--- config.mk ---
export PLATFORM = sky130hd
export DESIGN_NAME = multimodal_rope_position_ids_flat
export DESIGN_NICKNAME = d
export VERILOG_FILES = /design/src/hw/rtl/mrope_pkg.sv /design/src/hw/rtl/mrope_if.sv /design/src/hw/rtl/mrope_div.sv /design/src/hw/rtl/mrope_ctrl.sv /design/src/hw/rtl/mrope_dp.sv /design/src/hw/rtl/multimodal_rope_position_ids.sv /design/src/flat_wrapper.sv
export VERILOG_INCLUDE_DIRS = /design/src /design/src/hw/rtl
export SDC_FILE = /design/constraint.sdc
export NUM_CORES = 1
export LEC_CHECK = 0
export BUFFER_PORTS_ARGS = -buffer_cell sky130_fd_sc_hd__buf_2
export CORE_MARGIN = 2
export CORE_UTILIZATION = 61
export DETAILED_ROUTE_END_ITERATION = 7
export GPL_ROUTABILITY_DRIVEN = 0
export PLACE_DENSITY = 0.79
export SLEW_MARGIN = 30
export SYNTH_ARGS = -nofsm -noshare
export SYNTH_HDL_FRONTEND = slang
export SYNTH_SLANG_ARGS = --single-unit
--- constraint.sdc ---
create_clock -name clk_i -period 8.8 [get_ports clk_i]
set_input_delay 0 -clock clk_i [delete_from_list [all_inputs] [get_ports clk_i]]
set_output_delay 0 -clock clk_i [all_outputs]
set_load 0.05 [all_outputs]
--- src/hw/rtl/multimodal_rope_position_ids_assert.svh ---
// ----------------------------------------------------------------------------
// Assertion macros for the multimodal rope position id block
// Concurrent checks clocked by clk_i and disabled while rst_ni is low.
// ----------------------------------------------------------------------------
`ifndef MULTIMODAL_ROPE_POSITION_IDS_ASSERT_SVH
`define MULTIMODAL_ROPE_POSITION_IDS_ASSERT_SVH

`define MROPE_ASSERT_IMPL(label, pre, post, msg) \
  label: assert property (@(posedge clk_i) disable iff (!rst_ni) (pre) |-> (post)) \
    else $error(msg);

`define MROPE_ASSERT_NEXT(label, pre, post, msg) \
  label: assert property (@(posedge clk_i) disable iff (!rst_ni) (pre) |=> (post)) \
    else $error(msg);

`endif

--- src/hw/rtl/mrope_pkg.sv ---
`timescale 1ns / 1ps
// ----------------------------------------------------------------------------
// Multimodal rope position id package
// Field widths, register codes, state encoding and the types shared by the
// controller, the datapath and the top level.
// ----------------------------------------------------------------------------
package mrope_pkg;

  localparam int unsigned TOKEN_W      = 18;
  localparam int unsigned GRID_IN_W    = 11;
  localparam int unsigned POS_OUT_W    = 24;
  localparam int unsigned MERGE_W      = 4;
  localparam int unsigned CFG_DATA_W   = 18;
  localparam int unsigned POS_BITS_DEF = 24;
  localparam int unsigned GRID_MAX_DEF = 1024;

  localparam logic [TOKEN_W-1:0] IMAGE_TOKEN_RST = 18'd151655;
  localparam logic [MERGE_W-1:0] MERGE_RST       = 4'd2;

  typedef enum logic [0:0] {
    CFG_IMAGE_TOKEN = 1'b0,
    CFG_MERGE_SIZE  = 1'b1
  } cfg_idx_e;

  typedef enum logic [0:0] {
    S_IDLE = 1'b0,
    S_DIV  = 1'b1
  } ctrl_state_e;

  typedef struct packed {
    logic [TOKEN_W-1:0]   token_code;
    logic                 grid_present;
    logic [GRID_IN_W-1:0] grid_frames;
    logic [GRID_IN_W-1:0] grid_rows;
    logic [GRID_IN_W-1:0] grid_cols;
  } tok_t;

  typedef struct packed {
    logic [POS_OUT_W-1:0] pos_temporal;
    logic [POS_OUT_W-1:0] pos_height;
    logic [POS_OUT_W-1:0] pos_width;
    logic                 is_image_patch;
  } pos_t;

  typedef struct packed {
    logic take_item;
    logic start_div;
    logic finish;
  } dp_cmd_t;

  typedef struct packed {
    logic img_start;
    logic div_busy;
  } dp_status_t;

endpackage

--- src/hw/rtl/mrope_if.sv ---
`timescale 1ns / 1ps
// ----------------------------------------------------------------------------
// Multimodal rope position id channels
// Token input, position output and configuration write channels.
// ----------------------------------------------------------------------------
interface mrope_in_if;
  logic                                 valid;
  logic                                 ready;
  logic [mrope_pkg::TOKEN_W-1:0]        token_code;
  logic                                 grid_present;
  logic [mrope_pkg::GRID_IN_W-1:0]      grid_frames;
  logic [mrope_pkg::GRID_IN_W-1:0]      grid_rows;
  logic [mrope_pkg::GRID_IN_W-1:0]      grid_cols;

  modport source (output valid, token_code, grid_present, grid_frames, grid_rows, grid_cols,
                  input ready);
  modport sink (input valid, token_code, grid_present, grid_frames, grid_rows, grid_cols,
                output ready);
endinterface

interface mrope_out_if;
  logic                                 valid;
  logic                                 ready;
  logic [mrope_pkg::POS_OUT_W-1:0]      pos_temporal;
  logic [mrope_pkg::POS_OUT_W-1:0]      pos_height;
  logic [mrope_pkg::POS_OUT_W-1:0]      pos_width;
  logic                                 is_image_patch;

  modport source (output valid, pos_temporal, pos_height, pos_width, is_image_patch,
                  input ready);
  modport sink (input valid, pos_temporal, pos_height, pos_width, is_image_patch,
                output ready);
endinterface

interface mrope_cfg_if;
  logic                                 valid;
  logic                                 ready;
  mrope_pkg::cfg_idx_e                  index;
  logic [mrope_pkg::CFG_DATA_W-1:0]     data;

  modport source (output valid, index, data, input ready);
  modport sink (input valid, index, data, output ready);
endinterface

--- src/hw/rtl/mrope_div.sv ---
`timescale 1ns / 1ps
// ----------------------------------------------------------------------------
// Multimodal rope grid divider
// Restoring divider that produces one quotient bit per cycle.
// ----------------------------------------------------------------------------
module mrope_div #(
  parameter int unsigned GRID_W = 11
) (
  input  logic                          clk_i,
  input  logic                          rst_ni,
  input  logic                          start_i,
  input  logic [GRID_W-1:0]             dividend_i,
  input  logic [mrope_pkg::MERGE_W-1:0] divisor_i,
  output logic                          busy_o,
  output logic [GRID_W-1:0]             quotient_o
);

  localparam int unsigned CNT_W = $clog2(GRID_W + 1);
  localparam int unsigned MW    = mrope_pkg::MERGE_W;

  logic              busy_q, busy_d;
  logic [CNT_W-1:0]  cnt_q, cnt_d;
  logic [GRID_W-1:0] quo_q, quo_d;
  logic [MW-1:0]     rem_q, rem_d;
  logic [MW-1:0]     div_q, div_d;
  logic [MW:0]       rem_sh;
  logic [MW:0]       rem_sub;
  logic              ge;

  always_comb begin
    rem_sh  = {rem_q, quo_q[GRID_W-1]};
    ge      = (rem_sh >= {1'b0, div_q});
    rem_sub = rem_sh - {1'b0, div_q};
    busy_d  = busy_q;
    cnt_d   = cnt_q;
    quo_d   = quo_q;
    rem_d   = rem_q;
    div_d   = div_q;
    if (start_i) begin
      busy_d = 1'b1;
      cnt_d  = CNT_W'(GRID_W);
      quo_d  = dividend_i;
      rem_d  = '0;
      div_d  = divisor_i;
    end else if (busy_q) begin
      quo_d = {quo_q[GRID_W-2:0], ge};
      rem_d = ge ? rem_sub[MW-1:0] : rem_sh[MW-1:0];
      cnt_d = cnt_q - CNT_W'(1);
      if (cnt_q == CNT_W'(1)) begin
        busy_d = 1'b0;
      end
    end
  end

  always_ff @(posedge clk_i or negedge rst_ni) begin
    if (!rst_ni) begin
      busy_q <= 1'b0;
      cnt_q  <= '0;
    end else begin
      busy_q <= busy_d;
      cnt_q  <= cnt_d;
    end
  end

  always_ff @(posedge clk_i) begin
    quo_q <= quo_d;
    rem_q <= rem_d;
    div_q <= div_d;
  end

  assign busy_o     = busy_q;
  assign quotient_o = quo_q;

endmodule

--- src/hw/rtl/mrope_ctrl.sv ---
`timescale 1ns / 1ps
// ----------------------------------------------------------------------------
// Multimodal rope position id controller
// Handshake control, divider sequencing and output register occupancy.
// ----------------------------------------------------------------------------
module mrope_ctrl (
  input  logic                  clk_i,
  input  logic                  rst_ni,
  input  logic                  in_valid_i,
  input  logic                  out_ready_i,
  input  mrope_pkg::dp_status_t status_i,
  output logic                  in_ready_o,
  output logic                  out_valid_o,
  output mrope_pkg::dp_cmd_t    cmd_o
);

  mrope_pkg::ctrl_state_e state_q, state_d;
  logic                   out_valid_q, out_valid_d;
  logic                   out_free;

  always_comb begin
    out_free        = !out_valid_q || out_ready_i;
    in_ready_o      = 1'b0;
    cmd_o           = '0;
    unique case (state_q)
      mrope_pkg::S_IDLE: begin
        in_ready_o      = out_free;
        cmd_o.take_item = in_valid_i && out_free && !status_i.img_start;
        cmd_o.start_div = in_valid_i && out_free && status_i.img_start;
      end
      mrope_pkg::S_DIV: begin
        cmd_o.finish = !status_i.div_busy && out_free;
      end
    endcase
    if (cmd_o.take_item || cmd_o.finish) begin
      out_valid_d = 1'b1;
    end else if (out_ready_i) begin
      out_valid_d = 1'b0;
    end else begin
      out_valid_d = out_valid_q;
    end
  end

  always_comb begin
    state_d = state_q;
    unique case (state_q)
      mrope_pkg::S_IDLE: begin
        if (cmd_o.start_div) begin
          state_d = mrope_pkg::S_DIV;
        end
      end
      mrope_pkg::S_DIV: begin
        if (cmd_o.finish) begin
          state_d = mrope_pkg::S_IDLE;
        end
      end
    endcase
  end

  always_ff @(posedge clk_i or negedge rst_ni) begin
    if (!rst_ni) begin
      state_q     <= mrope_pkg::S_IDLE;
      out_valid_q <= 1'b0;
    end else begin
      state_q     <= state_d;
      out_valid_q <= out_valid_d;
    end
  end

  assign out_valid_o = out_valid_q;

endmodule

--- src/hw/rtl/mrope_dp.sv ---
`timescale 1ns / 1ps
// ----------------------------------------------------------------------------
// Multimodal rope position id datapath
// Configuration registers, position base, run counters and output register.
// ----------------------------------------------------------------------------
module mrope_dp #(
  parameter int unsigned POS_BITS = mrope_pkg::POS_BITS_DEF,
  parameter int unsigned GRID_MAX = mrope_pkg::GRID_MAX_DEF
) (
  input  logic                             clk_i,
  input  logic                             rst_ni,
  input  logic                             cfg_valid_i,
  input  mrope_pkg::cfg_idx_e              cfg_index_i,
  input  logic [mrope_pkg::CFG_DATA_W-1:0] cfg_data_i,
  input  mrope_pkg::tok_t                  tok_i,
  input  mrope_pkg::dp_cmd_t               cmd_i,
  output mrope_pkg::dp_status_t            status_o,
  output mrope_pkg::pos_t                  pos_o
);

  localparam int unsigned GRID_W = $clog2(GRID_MAX + 1);
  localparam int unsigned MW     = mrope_pkg::MERGE_W;
  localparam int unsigned OW     = mrope_pkg::POS_OUT_W;

  function automatic logic [GRID_W-1:0] clamp_grid(
    input logic [mrope_pkg::GRID_IN_W-1:0] v
  );
    logic [GRID_W-1:0] r;
    if (32'(v) > GRID_MAX) begin
      r = GRID_W'(GRID_MAX);
    end else begin
      r = GRID_W'(v);
    end
    return r;
  endfunction

  function automatic logic [POS_BITS-1:0] sat_add(
    input logic [POS_BITS-1:0] a,
    input logic [GRID_W-1:0]   b
  );
    logic [POS_BITS:0] s;
    s = {1'b0, a} + (POS_BITS + 1)'(b);
    return s[POS_BITS] ? {POS_BITS{1'b1}} : s[POS_BITS-1:0];
  endfunction

  logic [mrope_pkg::TOKEN_W-1:0] image_code_q, image_code_d;
  logic [MW-1:0]                 merge_q, merge_d;
  logic [POS_BITS-1:0]           next_base_q, next_base_d;
  logic [POS_BITS-1:0]           run_base_q, run_base_d;
  logic                          in_run_q, in_run_d;
  logic [GRID_W-1:0]             frame_q, frame_d;
  logic [GRID_W-1:0]             row_q, row_d;
  logic [GRID_W-1:0]             col_q, col_d;
  logic [GRID_W-1:0]             run_frames_q, run_frames_d;
  logic [GRID_W-1:0]             run_rows_q, run_rows_d;
  logic [GRID_W-1:0]             run_cols_q, run_cols_d;
  logic [GRID_W-1:0]             grid_t_q;
  mrope_pkg::pos_t               pos_q, pos_d;

  logic [MW-1:0]       m_eff;
  logic [GRID_W-1:0]   t_in, h_in, w_in;
  logic [GRID_W-1:0]   gh, gw, ext;
  logic                busy_h, busy_w;
  logic                empty, run_go, run_more, load;
  logic [POS_BITS-1:0] ext_base, text_base, text_inc, b;
  logic [GRID_W-1:0]   fi, ri, ci, nf, nr, nc;
  logic [GRID_W-1:0]   frm_p, row_p, col_p, frm_n, row_n, col_n;

  always_comb begin
    m_eff = (merge_q == '0) ? MW'(1) : merge_q;
    t_in  = clamp_grid(tok_i.grid_frames);
    h_in  = clamp_grid(tok_i.grid_rows);
    w_in  = clamp_grid(tok_i.grid_cols);
    status_o.img_start = !in_run_q && (tok_i.token_code == image_code_q) && tok_i.grid_present;
    status_o.div_busy  = busy_h || busy_w;
  end

  mrope_div #(.GRID_W(GRID_W)) u_div_rows (
    .clk_i      (clk_i),
    .rst_ni     (rst_ni),
    .start_i    (cmd_i.start_div),
    .dividend_i (h_in),
    .divisor_i  (m_eff),
    .busy_o     (busy_h),
    .quotient_o (gh)
  );

  mrope_div #(.GRID_W(GRID_W)) u_div_cols (
    .clk_i      (clk_i),
    .rst_ni     (rst_ni),
    .start_i    (cmd_i.start_div),
    .dividend_i (w_in),
    .divisor_i  (m_eff),
    .busy_o     (busy_w),
    .quotient_o (gw)
  );

  always_comb begin
    ext = grid_t_q;
    if (gh > ext) begin
      ext = gh;
    end
    if (gw > ext) begin
      ext = gw;
    end
    empty     = (grid_t_q == '0) || (gh == '0) || (gw == '0);
    ext_base  = sat_add(next_base_q, ext);
    run_go    = cmd_i.finish ? !empty : in_run_q;
    b         = cmd_i.finish ? next_base_q : run_base_q;
    fi        = cmd_i.finish ? '0 : frame_q;
    ri        = cmd_i.finish ? '0 : row_q;
    ci        = cmd_i.finish ? '0 : col_q;
    nf        = cmd_i.finish ? grid_t_q : run_frames_q;
    nr        = cmd_i.finish ? gh : run_rows_q;
    nc        = cmd_i.finish ? gw : run_cols_q;
    text_base = cmd_i.finish ? ext_base : next_base_q;
    text_inc  = sat_add(text_base, GRID_W'(1));

    frm_p    = fi + GRID_W'(1);
    row_p    = ri + GRID_W'(1);
    col_p    = ci + GRID_W'(1);
    frm_n    = fi;
    row_n    = ri;
    col_n    = col_p;
    run_more = 1'b1;
    if (col_p >= nc) begin
      col_n = '0;
      row_n = row_p;
      if (row_p >= nr) begin
        row_n = '0;
        frm_n = frm_p;
        if (frm_p >= nf) begin
          frm_n    = '0;
          run_more = 1'b0;
        end
      end
    end

    load         = cmd_i.take_item || cmd_i.finish;
    pos_d        = pos_q;
    next_base_d  = next_base_q;
    run_base_d   = run_base_q;
    in_run_d     = in_run_q;
    frame_d      = frame_q;
    row_d        = row_q;
    col_d        = col_q;
    run_frames_d = run_frames_q;
    run_rows_d   = run_rows_q;
    run_cols_d   = run_cols_q;

    if (cmd_i.finish) begin
      run_base_d  = next_base_q;
      next_base_d = ext_base;
      if (!empty) begin
        run_frames_d = grid_t_q;
        run_rows_d   = gh;
        run_cols_d   = gw;
      end
    end

    if (load) begin
      if (run_go) begin
        pos_d.pos_temporal   = OW'(sat_add(b, fi));
        pos_d.pos_height     = OW'(sat_add(b, ri));
        pos_d.pos_width      = OW'(sat_add(b, ci));
        pos_d.is_image_patch = 1'b1;
        frame_d              = frm_n;
        row_d                = row_n;
        col_d                = col_n;
        in_run_d             = run_more;
      end else begin
        pos_d.pos_temporal   = OW'(text_base);
        pos_d.pos_height     = OW'(text_base);
        pos_d.pos_width      = OW'(text_base);
        pos_d.is_image_patch = 1'b0;
        next_base_d          = text_inc;
      end
    end
  end

  always_comb begin
    image_code_d = image_code_q;
    merge_d      = merge_q;
    if (cfg_valid_i) begin
      unique case (cfg_index_i)
        mrope_pkg::CFG_IMAGE_TOKEN: image_code_d = cfg_data_i[mrope_pkg::TOKEN_W-1:0];
        mrope_pkg::CFG_MERGE_SIZE:  merge_d      = cfg_data_i[MW-1:0];
      endcase
    end
  end

  always_ff @(posedge clk_i or negedge rst_ni) begin
    if (!rst_ni) begin
      image_code_q <= mrope_pkg::IMAGE_TOKEN_RST;
      merge_q      <= mrope_pkg::MERGE_RST;
      next_base_q  <= '0;
      run_base_q   <= '0;
      in_run_q     <= 1'b0;
      frame_q      <= '0;
      row_q        <= '0;
      col_q        <= '0;
      run_frames_q <= '0;
      run_rows_q   <= '0;
      run_cols_q   <= '0;
    end else begin
      image_code_q <= image_code_d;
      merge_q      <= merge_d;
      next_base_q  <= next_base_d;
      run_base_q   <= run_base_d;
      in_run_q     <= in_run_d;
      frame_q      <= frame_d;
      row_q        <= row_d;
      col_q        <= col_d;
      run_frames_q <= run_frames_d;
      run_rows_q   <= run_rows_d;
      run_cols_q   <= run_cols_d;
    end
  end

  always_ff @(posedge clk_i) begin
    pos_q <= pos_d;
    if (cmd_i.start_div) begin
      grid_t_q <= t_in;
    end
  end

  assign pos_o = pos_q;

endmodule

--- src/hw/rtl/multimodal_rope_position_ids.sv ---
`timescale 1ns / 1ps
// ----------------------------------------------------------------------------
// Multimodal rope position ids
// Gives one temporal, height and width position triple for every token.
// ----------------------------------------------------------------------------
// Text tokens and tokens inside an image run are taken one per cycle while
// the output register drains. A token that opens an image run holds the input
// while the grid rows and columns are divided by the merge factor in two
// bit-serial dividers that produce one quotient bit per cycle. Settings must
// be written only while no token is in flight; the block itself does not
// enforce this. There is no start-up pass.
`include "multimodal_rope_position_ids_assert.svh"

module multimodal_rope_position_ids #(
  parameter int unsigned POS_BITS = mrope_pkg::POS_BITS_DEF,
  parameter int unsigned GRID_MAX = mrope_pkg::GRID_MAX_DEF
) (
  input  logic        clk_i,
  input  logic        rst_ni,
  mrope_cfg_if.sink   cfg_i,
  mrope_in_if.sink    tok_i,
  mrope_out_if.source pos_o
);

  mrope_pkg::tok_t       tok;
  mrope_pkg::pos_t       pos;
  mrope_pkg::dp_cmd_t    cmd;
  mrope_pkg::dp_status_t status;
  logic                  in_ready;
  logic                  out_valid;

  assign cfg_i.ready      = 1'b1;
  assign tok.token_code   = tok_i.token_code;
  assign tok.grid_present = tok_i.grid_present;
  assign tok.grid_frames  = tok_i.grid_frames;
  assign tok.grid_rows    = tok_i.grid_rows;
  assign tok.grid_cols    = tok_i.grid_cols;

  mrope_ctrl u_ctrl (
    .clk_i       (clk_i),
    .rst_ni      (rst_ni),
    .in_valid_i  (tok_i.valid),
    .out_ready_i (pos_o.ready),
    .status_i    (status),
    .in_ready_o  (in_ready),
    .out_valid_o (out_valid),
    .cmd_o       (cmd)
  );

  mrope_dp #(
    .POS_BITS (POS_BITS),
    .GRID_MAX (GRID_MAX)
  ) u_dp (
    .clk_i       (clk_i),
    .rst_ni      (rst_ni),
    .cfg_valid_i (cfg_i.valid),
    .cfg_index_i (cfg_i.index),
    .cfg_data_i  (cfg_i.data),
    .tok_i       (tok),
    .cmd_i       (cmd),
    .status_o    (status),
    .pos_o       (pos)
  );

  assign tok_i.ready          = in_ready;
  assign pos_o.valid          = out_valid;
  assign pos_o.pos_temporal   = pos.pos_temporal;
  assign pos_o.pos_height     = pos.pos_height;
  assign pos_o.pos_width      = pos.pos_width;
  assign pos_o.is_image_patch = pos.is_image_patch;

  `MROPE_ASSERT_NEXT(a_div_stalls_input, cmd.start_div, !tok_i.ready && status.div_busy, "input not stalled while dividing")
  `MROPE_ASSERT_IMPL(a_no_overwrite, pos_o.valid && !pos_o.ready, !(cmd.take_item || cmd.finish), "held result overwritten")
  `MROPE_ASSERT_NEXT(a_load_shows_result, cmd.take_item || cmd.finish, pos_o.valid, "loaded result not offered")

endmodule
--- src/flat_wrapper.sv ---
// flat-port wrapper written by rule: the top's interface ports become plain ports
module multimodal_rope_position_ids_flat 
#(
  parameter int unsigned POS_BITS = mrope_pkg::POS_BITS_DEF,
  parameter int unsigned GRID_MAX = mrope_pkg::GRID_MAX_DEF
)
  (clk_i, rst_ni, cfg_i_valid, cfg_i_index, cfg_i_data, cfg_i_ready, tok_i_valid, tok_i_token_code, tok_i_grid_present, tok_i_grid_frames, tok_i_grid_rows, tok_i_grid_cols, tok_i_ready, pos_o_valid, pos_o_pos_temporal, pos_o_pos_height, pos_o_pos_width, pos_o_is_image_patch, pos_o_ready);
  mrope_cfg_if cfg_i_i ();
  mrope_in_if tok_i_i ();
  mrope_out_if pos_o_i ();
  input  logic clk_i;
  input  logic rst_ni;
  input wire logic [$bits(cfg_i_i.valid)-1:0] cfg_i_valid;
  input wire logic [$bits(cfg_i_i.index)-1:0] cfg_i_index;
  input wire logic [$bits(cfg_i_i.data)-1:0] cfg_i_data;
  output wire logic [$bits(cfg_i_i.ready)-1:0] cfg_i_ready;
  input wire logic [$bits(tok_i_i.valid)-1:0] tok_i_valid;
  input wire logic [$bits(tok_i_i.token_code)-1:0] tok_i_token_code;
  input wire logic [$bits(tok_i_i.grid_present)-1:0] tok_i_grid_present;
  input wire logic [$bits(tok_i_i.grid_frames)-1:0] tok_i_grid_frames;
  input wire logic [$bits(tok_i_i.grid_rows)-1:0] tok_i_grid_rows;
  input wire logic [$bits(tok_i_i.grid_cols)-1:0] tok_i_grid_cols;
  output wire logic [$bits(tok_i_i.ready)-1:0] tok_i_ready;
  output wire logic [$bits(pos_o_i.valid)-1:0] pos_o_valid;
  output wire logic [$bits(pos_o_i.pos_temporal)-1:0] pos_o_pos_temporal;
  output wire logic [$bits(pos_o_i.pos_height)-1:0] pos_o_pos_height;
  output wire logic [$bits(pos_o_i.pos_width)-1:0] pos_o_pos_width;
  output wire logic [$bits(pos_o_i.is_image_patch)-1:0] pos_o_is_image_patch;
  input wire logic [$bits(pos_o_i.ready)-1:0] pos_o_ready;
  assign cfg_i_i.valid = cfg_i_valid;
  assign cfg_i_i.index = cfg_i_index;
  assign cfg_i_i.data = cfg_i_data;
  assign cfg_i_ready = cfg_i_i.ready;
  assign tok_i_i.valid = tok_i_valid;
  assign tok_i_i.token_code = tok_i_token_code;
  assign tok_i_i.grid_present = tok_i_grid_present;
  assign tok_i_i.grid_frames = tok_i_grid_frames;
  assign tok_i_i.grid_rows = tok_i_grid_rows;
  assign tok_i_i.grid_cols = tok_i_grid_cols;
  assign tok_i_ready = tok_i_i.ready;
  assign pos_o_valid = pos_o_i.valid;
  assign pos_o_pos_temporal = pos_o_i.pos_temporal;
  assign pos_o_pos_height = pos_o_i.pos_height;
  assign pos_o_pos_width = pos_o_i.pos_width;
  assign pos_o_is_image_patch = pos_o_i.is_image_patch;
  assign pos_o_i.ready = pos_o_ready;
  multimodal_rope_position_ids #(.POS_BITS(POS_BITS), .GRID_MAX(GRID_MAX)) u_core (.clk_i(clk_i), .rst_ni(rst_ni), .cfg_i(cfg_i_i), .tok_i(tok_i_i), .pos_o(pos_o_i));
endmodule
==> results by group, run 1 <==
Outcome
  – Outcome: finished, final reports clean

Timing
  – RSZ-0062 raised after global routing: no
  – Crit share post-route: 90.91%
  – Relative slew slack: 32.95%
  – Clock Skews: 0.01992 ns
  – Final setup viols: 0
  – Peak Freq: 125.0 MHz
  – Tmin final: 8.000 ns
  – Final hold violation count: 0
  – Final Slew Violations: 0
  – Setup total negative slack: 0 ns
  – Worst slew pin tran: 0.9901 ns

Logic synthesis
  – Synthesized-area fraction occupied by adder cells: 8.857%
  – Largest family of logic cells by synthesized area: simple AND/OR/NAND/NOR gates
  – Post-synthesis average cell area: 9.671 um^2
  – Asr flop ratio synth: a little under three fifths
  – Post-synthesis sequential area ratio: 40.92%
  – Synth cell types: 95
  – Top_reg_cell synth: dfrtp_1
  – Synth warn: 0
  – Post-synth EDFFs: 110
  – Synthesized instance count: 1,820
  – XOR/XNOR Fraction of Synth Area: 5.573%
  – Simple-gate share of the synthesized area: 17.30%
  – Synth Area in Compound Gates: 15.31%
  – FF+latch count, synth: 267
  – Mux cell area share after synthesis: 8.047%
  – Synth Cell Area: 0.01760 mm^2
  – Leading area contributor after synthesis: dfrtp_1
  – Top cells by area, synth: dfrtp_1 (20%), edfxtp_1 (19%), ha_1 (8.2%)
  – Share of the synthesized area in the top cell type: 19.90%
  – Syn nets: between 2,000 and 2,500

Floorplan
  – Row count: 62
  – Die Ht: roughly 170 um
  – DIE AREA: 0.03023 mm^2
  – Die extent in x: 173.9 um
  – Initial Utilization: roughly three fifths
  – Placeable Area: 0.02855 mm^2
  – I/O pin total: 152

Route
  – DRC viols: 0
  – Final WL: 45,400 um
  – Drt pass-1 iters: 6
  – Post-route ant nets: 0
  – WL/cell: 18.64 um
  – DR vias/cell: 6.087
  – Vias: 14,820
  – Initial DRC Count: roughly 1,700

CTS
  – Clk_lat worst skew: 0.56 ns
  – CTS Buf Count: 28
  – H-tree depth: 1
  – Post-CTS Setup Bufs: 0
  – TritonCTS Sinks: 267
  – Root Buffer: clkbuf_16
  – Clock transition at path regs: 0.06 ns
  – Clock Path Buffers: 3
  – CTS tree: done

Global routing
  – Gr ovfl total: 0
  – Largest net degree at the start of global routing: 77
  – Antenna violations before repair: 0
  – Vias in the first global route: 14,250
  – Global-route wire length before repair: 73,690 um
  – GRT Total Usage: 29.94%

Setup path
  – R2R Path End: u_core.u_dp.next_base_q[22]
  – Startpoint Class: flip-flop
  – CP Class: reg -> reg
  – Crit Path Max Fanout: 13
  – Critical path depth: 32
  – Data required, critical path: 9.24 ns
  – CP max stage cell: nor2_2
  – Crit path max-delay family: compound AO/OA/AOI/OAI gates
  – R2r setup slk: 0.80 ns
  – R2R Path Start: u_core.u_dp.grid_t_q[1]
  – Worst setup startpoint: u_core.u_dp.grid_t_q[1]
  – R2r worst-path depth: 32
  – Buffers & Inverters on Critical Path: 1
  – CP Data Arrival Time: between 8 and 9 ns
  – Capturing element type of the critical path: flip-flop
  – CP endpoint: u_core.u_dp.next_base_q[22]
  – Slowest cell delay on critical path: about 0.53 ns

Final layout
  – Final #Nets: between 2,000 and 2,500
  – Area occupied by multi-input gates: 0.009726 mm^2
  – ANT cells: 0
  – Final instance area: 0.02049 mm^2
  – Register area: approximately 0.007 mm^2
  – Share of layout cells above drive strength 1: 16.04%
  – Final core occ: between 70% and 80%
  – Area Overhead vs Synth: 16.43%
  – Fillers: about 2,200

Power
  – Leakage: 0.008958 uW
  – Max VDD drop: 0.0001529 V
  – Final total power: 3752 uW
  – PwrDens: 183.1 mW/mm^2

Placement
  – IO Port Bufs: 150
  – Area after DPL: 0.01866 mm^2
  – Post-DP HPWL: 33,230 um

Run
  – Max-cap violations: 0

Hold path
  – Hold Crit Class: in -> async
## through the flow
stage          worst slack [ns]  cells  hold WS, ns
2_1_floorplan             1.644   1820      -0.2956
3_3_place_gp              1.104   2297      0.07362
3_5_place_dp             0.7705   2297      0.07886
4_1_cts                  0.7536   2435      0.07283
5_1_grt                  0.1407   2435       0.1043
6_report                 0.7997   2435      0.03959
## cells by family after synthesis
group / after synthesis
fa+ha+maj: 121
compound gates: 416
simple gates: 597
flops: 267
buf+inv: 173
other cells: 1
mux: 133
xor+xnor: 112
## worst register-to-register path, delay by kind of cell (launching register included)
family	cells	cell delay, ns
and+or+nand+nor	9	2.40
muxes	2	0.38
AOI/OAI and AO/OA	15	2.96
buffers and inverters	1	0.08
xor gates and xnor gates	1	0.16
DFF	1	0.45
adders and majority gates	4	1.44
## per-layer routing
layer	vias to the layer above	part of all wire (%)	track usage, %
met3	107	7.7	3.794
met2	634	45	47.51
li1	7029	-	-
met1	7053	44	42.73
met4	0	3.4	10.15
met5	-	0	0
## how the worst min path moves through the flow
stage,start,end,slack (ns),cells after the start
6_report,rst_ni,u_core.u_dp.frame_q[6],0.04,2
5_1_grt,rst_ni,u_core.u_dp.frame_q[8],0.10,2
4_1_cts,rst_ni,u_core.u_dp.frame_q[8],0.07,2
3_5_place_dp,rst_ni,u_core.u_dp.frame_q[8],0.08,1
3_3_place_gp,rst_ni,u_core.u_dp.frame_q[8],0.07,1
2_1_floorplan,rst_ni,u_core.u_ctrl.out_valid_o,-0.30,0
## power by group
group / internal [uW] / leakage, uW / total [uW] / switching, uW
clock network: 746 / 0.000471 / 1240 / 498
logic: 283 / 0.00555 / 976 / 693
registers: 1460 / 0.00294 / 1530 / 74.4
total: 2490 / 0.00896 / 3750 / 1270
## registers in the layout, summed over array words and instances, names as in the netlist, 11 cells and up
signal                             flops
u_core.u_dp.pos_o                     73
u_core.u_dp.next_base_q               24
u_core.u_dp.run_base_q                24
u_core.u_dp.image_code_q              18
u_core.u_dp.col_q                     11
u_core.u_dp.frame_q                   11
u_core.u_dp.grid_t_q                  11
u_core.u_dp.row_q                     11
u_core.u_dp.run_cols_q                11
u_core.u_dp.run_frames_q              11
u_core.u_dp.run_rows_q                11
u_core.u_dp.u_div_cols.quotient_o     11
u_core.u_dp.u_div_rows.quotient_o     11
## layout by cell type (no fill, tap or decap), drive strengths merged, types with 68 or more instances in the layout
cell | Yosys | routed
edfxtp | 110 | 110
o21ai | 110 | 110
dlygate4sd3 | 0 | 86
mux2 | 68 | 68
buf | 25 | 167
a21oi | 120 | 120
dfrtp | 140 | 140
xnor2 | 85 | 85
ha | 115 | 115
inv | 98 | 100
nand2 | 184 | 184
nor2 | 100 | 100
## repair_timing
| action | in CTS | in global routing |
|---|---|---|
| endpoints found under the setup margin | 0 | 1 |
| hold endpoints to repair | 131 | 0 |
| hold buffers | 86 | 0 |
| resized for setup | 0 | 1 |
## synthesized netlist by cell type (8+ instances only)
library cell	count
a211oi_1	11
a21boi_0	11
a21o_1	18
a21oi_1	119
a22o_1	15
a31oi_1	10
and2_1	31
and3_1	23
buf_2	18
clkbuf_1	49
dfrtp_1	140
dfstp_2	9
dfxtp_1	8
edfxtp_1	110
ha_1	115
inv_1	97
mux2_2	68
mux2i_1	65
nand2_1	183
nand2b_1	30
nand3_1	46
nand3b_1	13
nand4_1	21
nor2_1	98
nor2b_1	29
nor3_1	45
nor4_1	16
o211ai_1	17
o21a_1	13
o21ai_0	101
o31ai_1	10
o41ai_1	9
or2_2	10
or3_1	10
or4_1	10
xnor2_1	85
xor2_1	27
## area by class of cell
class / instances / share of cell area, %
tap: 384 / 2.344
multi-input combinational: 1380 / 47.46
inverter: 99 / 1.813
timing repair buffer: 253 / 8.535
sequential: 267 / 35.15
clock buffer: 32 / 3.596
clock inverter: 20 / 1.105
(Power assumes the default switching activity.)
==> run 2, diff against run 1 <==
REMOVE_ABC_BUFFERS = 1   (was default)
==> run 2 against run 1 <==
Net effect:
- combinational power decreased by 0.9%
- clock skew is 0.011 ns lower
- maximum frequency decreased by 1.4%
- sequential share of layout area about the same
- count of clock-buffer cells in the layout increased by 7
- largest power group unchanged
==> results by group, run 2 (same netlist as run 1, synthesis figures left out) <==
Setup path
  – Startpoint Class: flip-flop
  – Crit Path Max Fanout: 13
  – CP Data Arrival Time: 8.55 ns
  – Buffers & Inverters on Critical Path: 0
  – Data required, critical path: a little over 9 ns
  – Capturing element type of the critical path: flip-flop
  – Crit path max-delay family: compound AO/OA/AOI/OAI gates
  – Slowest cell delay on critical path: 0.48 ns
  – CP max stage cell: edfxtp_1
  – CP Class: reg -> reg

Final layout
  – Area Overhead vs Synth: 16.28%
  – Commonest cells after routing, fill and taps aside: nand2_1 (183), buf_2 (149), dfrtp_1 (140)
  – Share of layout cells above drive strength 1: 16.23%
  – Max reg flops: 73
  – Final instance area: 0.02047 mm^2
  – Leading cell type in the layout, fill and taps excluded: nand2_1
  – ANT cells: 0
  – Final #Nets: ~2,200

Timing
  – Final hold slack: roughly 0.12 ns
  – Final WS setup: 0.6870 ns
  – Peak Freq: 123.3 MHz
  – Setup total negative slack: 0 ns
  – Worst slew pin tran: 0.8999 ns
  – Clock Skews: 0.008742 ns
  – Crit share post-route: 92.19%
  – Final setup viols: 0
  – Final Slew Violations: 0
  – RSZ-0062 raised after global routing: no
  – Final hold violation count: 0
  – Relative slew slack: 39.06%
  – Tmin final: around 8.1 ns

Route
  – WL/cell: 18.52 um
  – Final WL: 45,100 um
  – DRC viols: 0
  – Initial DRC Count: 1,695
  – Drt pass-1 iters: 5
  – Vias: 14,770
  – Post-route ant nets: 0
  – DR vias/cell: 6.064

CTS
  – Post-CTS Setup Bufs: 0
  – CTS tree: done
  – Clock transition at path regs: around 0.060 ns
  – H-tree depth: 1
  – Clock Path Buffers: 3
  – TritonCTS Sinks: around 270
  – CTS Buf Count: 28
  – Root Buffer: clkbuf_16
  – Clk_lat worst skew: 0.55 ns

Global routing
  – GRT Total Usage: 29.84%
  – Vias in the first global route: 14,100
  – Global-route wire length before repair: ~73,000 um
  – Gr ovfl total: 0
  – Antenna violations before repair: 0
  – Largest net degree at the start of global routing: 94

Power
  – PwrDens: 178.4 mW/mm^2
  – Leakage: approximately 0.0089 uW
  – Max VDD drop: 0.0001757 V

Run
  – Max-cap violations: 0

Floorplan
  – Initial Utilization: 61.66%
  – Placeable Area: approximately 0.029 mm^2
  – DIE AREA: 0.03023 mm^2
  – Die Ht: 173.9 um
  – I/O pin total: 152
  – Die extent in x: approximately 170 um
  – Row count: slightly above 60

Placement
  – Post-DP HPWL: 32,840 um
  – IO Port Bufs: 150
  – Area after DPL: roughly 0.019 mm^2
  – Place WS: 0.6424 ns

Hold path
  – Hold Crit Class: in -> reg

Outcome
  – Outcome: finished, final reports clean
run 2: cell types whose count changed in the layout (fill, tap and decap cells not counted), sizes merged, moves of 2 or more:
cell,delta
clkinv,-2
buf,+2
clkinvlp,+2
bufinv,-5
clkbuf,+7
inv,-2
run 2: final cells by class:
type	count	area, um^2
Clock inverter	13	85.08
Fill cell	2176	8080
Multi-Input combinational cell	1380	9731
Tap cell	384	480.5
Clock buffer	39	825.8
Sequential cell	267	7203
Timing Repair Buffer	254	1770
Inverter	99	371.6
run 2: path summary, 6_finish.rpt:
check,startpoint,endpoint,slack (ns),cells past startpoint
worst max register to register,u_core.u_dp.u_div_rows.quotient_o[1],u_core.u_dp.next_base_q[22],0.69,31
worst min register to register,u_core.u_dp.merge_q[3],u_core.u_dp.u_div_rows.div_q[3],0.48,0
worst max-delay path,u_core.u_dp.u_div_rows.quotient_o[1],u_core.u_dp.next_base_q[22],0.69,31
worst min-delay path,cfg_i_index,u_core.u_dp.image_code_q[3],0.12,4
max in group asynchronous,rst_ni,u_core.u_dp.image_code_q[11],7.33,4
min in group asynchronous,rst_ni,u_core.u_dp.row_q[8],0.41,3
run 2: worst register-to-register path: cells and delay by family (launching register included):
family | cells | cell delay [ns]
simple gates | 9 | 2.37
compound gates | 15 | 2.98
mux | 2 | 0.62
xor+xnor | 1 | 0.16
fa+ha+maj | 4 | 1.37
flops | 1 | 0.48
run 2: power breakdown:
part | switching (uW) | internal, uW | total, uW
clock | 499 | 658 | 1160
sequential | 70.3 | 1460 | 1530
combinational | 681 | 286 | 967
run 2: metrics by stage:
step	cells	util (%)	power [uW]
floorplan	1746	-	2185
global placement	2298	65.41	2455
detailed placement	2298	65.41	2477
CTS	2434	71.54	3654
global route	2436	71.70	3806
finish	2436	71.70	3652
run 2: timing repair:
action | CTS | global route
resized for setup | 0 | 2
hold buffers | 84 | 1
setup endpoints to repair | 0 | 24
endpoints found under the hold margin | 148 | 21
run 2: per-layer routing:
| layer | wire length [um] | vias to the layer above | GRT usage, % |
|---|---|---|---|
| met4 | 1038 | 0 | 7.913 |
| li1 | - | 7038 | - |
| met2 | 20680 | 633 | 48.06 |
| met5 | 0 | - | 0 |
| met3 | 3530 | 89 | 4.583 |
| met1 | 19850 | 7013 | 42.37 |
